## src/rtl/pes_pkg.sv

```systemverilog
// Package for the SHA-256 register-extend block: payload types, constants and
// the SHA-256 round table and helper functions. No dependencies.
`default_nettype none
package pes_pkg;
    localparam int unsigned DefNumRegisters = 32;
    localparam int unsigned WordsPerReg = 4;

    typedef enum logic [0:0] {
        OP_EXTEND = 1'b0,
        OP_CHECK  = 1'b1
    } t_opcode;

    typedef enum logic [1:0] {
        CFG_QUOTE0 = 2'd0,
        CFG_QUOTE1 = 2'd1,
        CFG_QUOTE2 = 2'd2,
        CFG_QUOTE3 = 2'd3
    } t_cfg_index;

    typedef struct packed {
        logic        opcode;
        logic [4:0]  pcr_index;
        logic [63:0] digest_word0;
        logic [63:0] digest_word1;
        logic [63:0] digest_word2;
        logic [63:0] digest_word3;
    } t_in_req;

    typedef struct packed {
        logic [4:0]  index_out;
        logic [63:0] value_word0;
        logic [63:0] value_word1;
        logic [63:0] value_word2;
        logic [63:0] value_word3;
        logic        violation;
        logic        quote_match;
    } t_out_req;

    localparam logic [255:0] HInit = {
        32'h6a09e667, 32'hbb67ae85, 32'h3c6ef372, 32'ha54ff53a,
        32'h510e527f, 32'h9b05688c, 32'h1f83d9ab, 32'h5be0cd19};

    function automatic logic [31:0] k_round(input logic [5:0] i);
        logic [31:0] k;
        unique case (i)
            6'd0: k = 32'h428a2f98; 6'd1: k = 32'h71374491; 6'd2: k = 32'hb5c0fbcf;
            6'd3: k = 32'he9b5dba5; 6'd4: k = 32'h3956c25b; 6'd5: k = 32'h59f111f1;
            6'd6: k = 32'h923f82a4; 6'd7: k = 32'hab1c5ed5; 6'd8: k = 32'hd807aa98;
            6'd9: k = 32'h12835b01; 6'd10: k = 32'h243185be; 6'd11: k = 32'h550c7dc3;
            6'd12: k = 32'h72be5d74; 6'd13: k = 32'h80deb1fe; 6'd14: k = 32'h9bdc06a7;
            6'd15: k = 32'hc19bf174; 6'd16: k = 32'he49b69c1; 6'd17: k = 32'hefbe4786;
            6'd18: k = 32'h0fc19dc6; 6'd19: k = 32'h240ca1cc; 6'd20: k = 32'h2de92c6f;
            6'd21: k = 32'h4a7484aa; 6'd22: k = 32'h5cb0a9dc; 6'd23: k = 32'h76f988da;
            6'd24: k = 32'h983e5152; 6'd25: k = 32'ha831c66d; 6'd26: k = 32'hb00327c8;
            6'd27: k = 32'hbf597fc7; 6'd28: k = 32'hc6e00bf3; 6'd29: k = 32'hd5a79147;
            6'd30: k = 32'h06ca6351; 6'd31: k = 32'h14292967; 6'd32: k = 32'h27b70a85;
            6'd33: k = 32'h2e1b2138; 6'd34: k = 32'h4d2c6dfc; 6'd35: k = 32'h53380d13;
            6'd36: k = 32'h650a7354; 6'd37: k = 32'h766a0abb; 6'd38: k = 32'h81c2c92e;
            6'd39: k = 32'h92722c85; 6'd40: k = 32'ha2bfe8a1; 6'd41: k = 32'ha81a664b;
            6'd42: k = 32'hc24b8b70; 6'd43: k = 32'hc76c51a3; 6'd44: k = 32'hd192e819;
            6'd45: k = 32'hd6990624; 6'd46: k = 32'hf40e3585; 6'd47: k = 32'h106aa070;
            6'd48: k = 32'h19a4c116; 6'd49: k = 32'h1e376c08; 6'd50: k = 32'h2748774c;
            6'd51: k = 32'h34b0bcb5; 6'd52: k = 32'h391c0cb3; 6'd53: k = 32'h4ed8aa4a;
            6'd54: k = 32'h5b9cca4f; 6'd55: k = 32'h682e6ff3; 6'd56: k = 32'h748f82ee;
            6'd57: k = 32'h78a5636f; 6'd58: k = 32'h84c87814; 6'd59: k = 32'h8cc70208;
            6'd60: k = 32'h90befffa; 6'd61: k = 32'ha4506ceb; 6'd62: k = 32'hbef9a3f7;
            default: k = 32'hc67178f2;
        endcase
        return k;
    endfunction

    function automatic logic [31:0] rotr(input logic [31:0] x, input int unsigned n);
        return (x >> n) | (x << (32 - n));
    endfunction
endpackage
`default_nettype wire

```

## src/rtl/pes_core.sv

```systemverilog
// SHA-256 compression core: one round per cycle, 64 rounds plus a final add.
// Depends on pes_pkg.
`default_nettype none
module pes_core import pes_pkg::*; (
    input  wire logic         i_clk,
    input  wire logic         i_rst_n,
    input  wire logic         i_start,
    input  wire logic [255:0] i_h,
    input  wire logic [511:0] i_blk,
    output logic              o_done,
    output logic [255:0]      o_h
);
    logic [31:0]  r_w [16];
    logic [31:0]  r_v [8];
    logic [255:0] r_h;
    logic [5:0]   r_round;
    logic         r_busy;
    logic         r_done;

    logic [31:0] s0, s1, w_new, t1, t2, ch, maj, e_s, a_s;

    always_comb begin
        s0    = rotr(r_w[1], 7) ^ rotr(r_w[1], 18) ^ (r_w[1] >> 3);
        s1    = rotr(r_w[14], 17) ^ rotr(r_w[14], 19) ^ (r_w[14] >> 10);
        w_new = r_w[0] + s0 + r_w[9] + s1;
        e_s   = rotr(r_v[4], 6) ^ rotr(r_v[4], 11) ^ rotr(r_v[4], 25);
        ch    = (r_v[4] & r_v[5]) ^ (~r_v[4] & r_v[6]);
        t1    = r_v[7] + e_s + ch + k_round(r_round) + r_w[0];
        a_s   = rotr(r_v[0], 2) ^ rotr(r_v[0], 13) ^ rotr(r_v[0], 22);
        maj   = (r_v[0] & r_v[1]) ^ (r_v[0] & r_v[2]) ^ (r_v[1] & r_v[2]);
        t2    = a_s + maj;
    end

    // Control: count rounds while busy
    always_ff @(posedge i_clk) begin
        if (!i_rst_n) begin
            r_busy  <= 1'b0;
            r_done  <= 1'b0;
            r_round <= '0;
        end else begin
            r_done <= 1'b0;
            if (i_start) begin
                r_busy  <= 1'b1;
                r_round <= '0;
            end else if (r_busy) begin
                r_round <= r_round + 6'd1;
                if (r_round == 6'd63) begin
                    r_busy <= 1'b0;
                    r_done <= 1'b1;
                end
            end
        end
    end

    // Datapath: load, then advance schedule window and working variables
    always_ff @(posedge i_clk) begin
        if (i_start) begin
            r_h <= i_h;
            for (int i = 0; i < 16; i++) r_w[i] <= i_blk[511 - 32*i -: 32];
            for (int i = 0; i < 8; i++) r_v[i] <= i_h[255 - 32*i -: 32];
        end else if (r_busy) begin
            for (int i = 0; i < 15; i++) r_w[i] <= r_w[i+1];
            r_w[15] <= w_new;
            r_v[7] <= r_v[6]; r_v[6] <= r_v[5]; r_v[5] <= r_v[4];
            r_v[4] <= r_v[3] + t1;
            r_v[3] <= r_v[2]; r_v[2] <= r_v[1]; r_v[1] <= r_v[0];
            r_v[0] <= t1 + t2;
        end
    end

    assign o_done = r_done;
    always_comb begin
        for (int i = 0; i < 8; i++) o_h[255 - 32*i -: 32] = r_h[255 - 32*i -: 32] + r_v[i];
    end
endmodule
`default_nettype wire

```

## config.mk

```make
export PLATFORM = sky130hd
export DESIGN_NAME = pes_core
export DESIGN_NICKNAME = d
export VERILOG_FILES = /design/src/rtl/pes_pkg.sv /design/src/rtl/pes_core.sv
export SDC_FILE = /design/constraint.sdc
export NUM_CORES = 2
export LEC_CHECK = 0
export ABC_AREA = 1
export BUFFER_PORTS_ARGS = -buffer_cell sky130_fd_sc_hd__buf_4
export CORE_AREA = 8 8 395 397
export DETAILED_ROUTE_END_ITERATION = 6
export DIE_AREA = 0 0 403 405
export PLACE_DENSITY = 0.79
export SLEW_MARGIN = 20
export SYNTH_ARGS = -nofsm -noshare
export SYNTH_HDL_FRONTEND = slang
export SYNTH_SLANG_ARGS = --single-unit
export TNS_END_PERCENT = 50
```

## constraint.sdc

```tcl
create_clock -name i_clk -period 30 [get_ports i_clk]
set_clock_uncertainty 0.15 [all_clocks]
set_input_delay 6 -clock i_clk [delete_from_list [all_inputs] [get_ports i_clk]]
set_output_delay 6 -clock i_clk [all_outputs]
set_load 0.05 [all_outputs]
```

==> impl_metrics.yaml <==
route:
  drc: 9
  vias: 66953
  dr.pass1.iters: 7
  drt-wirelength-per-cell_um: 26.8
  drtIter0Drc: 7904
  vias_per_cell: 5.75
  drt_wl_total_mm: 312
  antenna_left: 0
timing:
  post-route-period-util_pct: 34.2
  fmax_mhz: 97.4
  slew_viol_final: 0
  fin_tns_setup_ps: 0
  hold_viol: 0
  finalSetupViolations: 0
  max_slew_margin_pct: 24.8
  tightest_slew_ps: 1130
  period_minus_slack_ps: 10270
  rsz0062_at_grt: "false"
  timing.final.ws_setup_ps: 19730
placement:
  pre_cts_slack_ps: 18700
  place_hpwl_mm: 257
  gp_congestion: 1.02
  io_buffer_count: 1027
clock_tree:
  postCtsHoldBufs: 0
  clock_latency_ps: 760
  cts_buffers: 117
  clk_pin_slew_ps: 60
  ctsRootBufferMaster: "clkbuf_16"
  htree_levels: 3
  post-cts-setup-buffers: 0
  cts_tree: "yes"
  cts.sinks: 1064
  cts-resized-gates: 0
  cts_buffer_depth: 3
layout:
  drive_above_1_share_pct: 13.3
  ff_latch_area_um2: 31600
  final_cell_mix: "3,200 x nand2_1, 1,052 x buf_4, 1,024 x edfxtp_1"
  layout_commonest_cell: "nand2_1"
  fillers: 13398
  nNetsFinal: 10948
  syn2layout_area_growth_pct: 18.2
  multi_input_area_um2: 36700
yosys:
  synth_cell_types: 56
  syn_area_um2: 72700
  syn_inst: 8685
  synth_seq_cells: 1064
  syn_area_per_cell_um2: 8.37
  synth_fp_nets: 10041
  ys_seq_area_share_pct: 43.4
  synth-async-reset-ratio_pct: 0
  yosysWarnings: 0
  synthFlopType: "edfxtp_1"
  synth_edf_count: 1024
floorplanning:
  rows: 142
  die_height_um: 405
  ios: 1028
  start_util_pct: 48.7
  die_w_um: 403
  die_area_um2: 163000
  core_um2: 149000
critical_path:
  arrival_ps: 4120
  critPathLaunch: "r_v[0][224]"
  cp-end-kind: "output pin"
  rrSetupSlack_ps: 21740
  r2r_end: "r_v[0][17]"
  critPathMaxFanout: 3
  r2r_start: "r_v[0][144]"
  worstSetupEndpoint: "o_h[20]"
  critical_path_required_ps: 23850
  start_kind: "register"
  crit_type: "reg -> out"
  r2r_cells: 29
global_routing:
  grt_max_degree: 200
  grt-ovfl-total: 0
  antenna_found_initial: 31
  grt_pass1_vias: 65091
  grt_usage_pct: 36.6
  grt_pass1_wl_mm: 441
job:
  cap_violations: 0
worst_hold_path:
  hp-class: "reg -> reg"
status:
  violations: "DRC"
  status: "complete, but fails checks"
final cells by class:
type / count / share of cell area, %
tap: 1944 / 2.83
inverter: 925 / 4.05
clock buffer: 136 / 3.52
timing repair buffer: 1058 / 9.29
clock inverter: 77 / 0.863
sequential: 1064 / 36.7
antenna: 23 / 0.0670
multi-input combinational: 6426 / 42.7
layer usage:
layer | wire [um] | track usage, %
met1 | 117000 | 46.3
met2 | 144000 | 59.3
met3 | 30200 | 6.59
met4 | 21500 | 20.7
met5 | 14 | 0
how the worst min path moves through the flow:
stage	from	endpoint	slack, ps	depth (start not counted)
2_1_floorplan	r_round[5]	o_done	330	2
3_3_place_gp	r_w[3][99]	r_w[3][67]	340	2
3_5_place_dp	r_w[3][110]	r_w[3][78]	350	2
4_1_cts	r_w[1][39]	r_w[1][7]	360	2
5_1_grt	r_w[1][39]	r_w[1][7]	380	2
6_report	r_w[2][127]	r_w[2][95]	350	2
per-stage QoR:
stage / hold slack (ps) / util, % / cell area (um2) / instances
final: 355 / 57.6 / 85900 / 11653
after global routing: 375 / 57.6 / 85900 / 11651
after CTS: 355 / 57.5 / 85900 / 11630
after detailed placement: 348 / 55.0 / 82100 / 11417
after global placement: 345 / 55.0 / 82100 / 11417
after floorplan: 328 / - / 72700 / 8685
kinds of logic (layout without fill, tap and decap cells):
family,after synthesis,in the layout,synth area share (%)
buffers and inverters,1195,2196,6.28
xor gates and xnor gates,495,495,5.96
AOI/OAI and AO/OA,1259,1259,9.97
and+or+nand+nor,4087,4087,22.3
DFF,1064,1064,43.4
adders and majority gates,585,585,12.1
other,0,23,0
registers in the layout, indices dropped and copies added (netlist names), named ones only:
name / cells
o_done: 1
r_busy: 1
r_h: 256
r_round: 6
r_v: 256
r_w: 512
synth_stat cells (5+ instances only):
cell type,instances,area [um2]
or2_2,7,43.8
nand2_2,5,31.3
nand2_1,3201,12000
o221ai_1,7,61.3
nor4_1,40,250
nand3_1,273,1370
o21a_1,20,150
a21oi_1,426,2130
inv_2,17,63.8
o22ai_1,5,31.3
o211ai_1,30,225
dfxtp_1,40,801
nand3b_1,18,135
and3_1,9,56.3
a221oi_1,16,140
o31ai_1,7,52.6
xnor2_1,222,1940
nand4_1,57,357
o21ai_0,431,2160
fa_1,195,3900
a31oi_1,55,344
buf_2,35,175
a221o_1,8,80.1
o21bai_1,70,526
xor2_1,273,2390
nor2_1,395,1480
clkbuf_1,213,800
ha_1,390,4880
and2_1,9,56.3
a21o_1,106,796
buf_1,13,48.8
edfxtp_1,1024,30700
inv_1,907,3400
buf_4,8,60.1
a21boi_0,33,248
nor2_2,8,50.1
o21ai_1,25,125
nor3_1,54,270
critical path, cell delays in order, from the launching register on:
cell	delay (ps)
edfxtp_1	400
ha_1	250
inv_1	70
fa_1	400
o21ai_0	370
inv_1	70
o211ai_1	390
a21boi_0	220
nor2_1	260
nor2_1	80
xnor2_1	530
buf_4	320
Power is not shown: default switching activity piles up to over one toggle a cycle in this logic, so the estimate is an artifact.
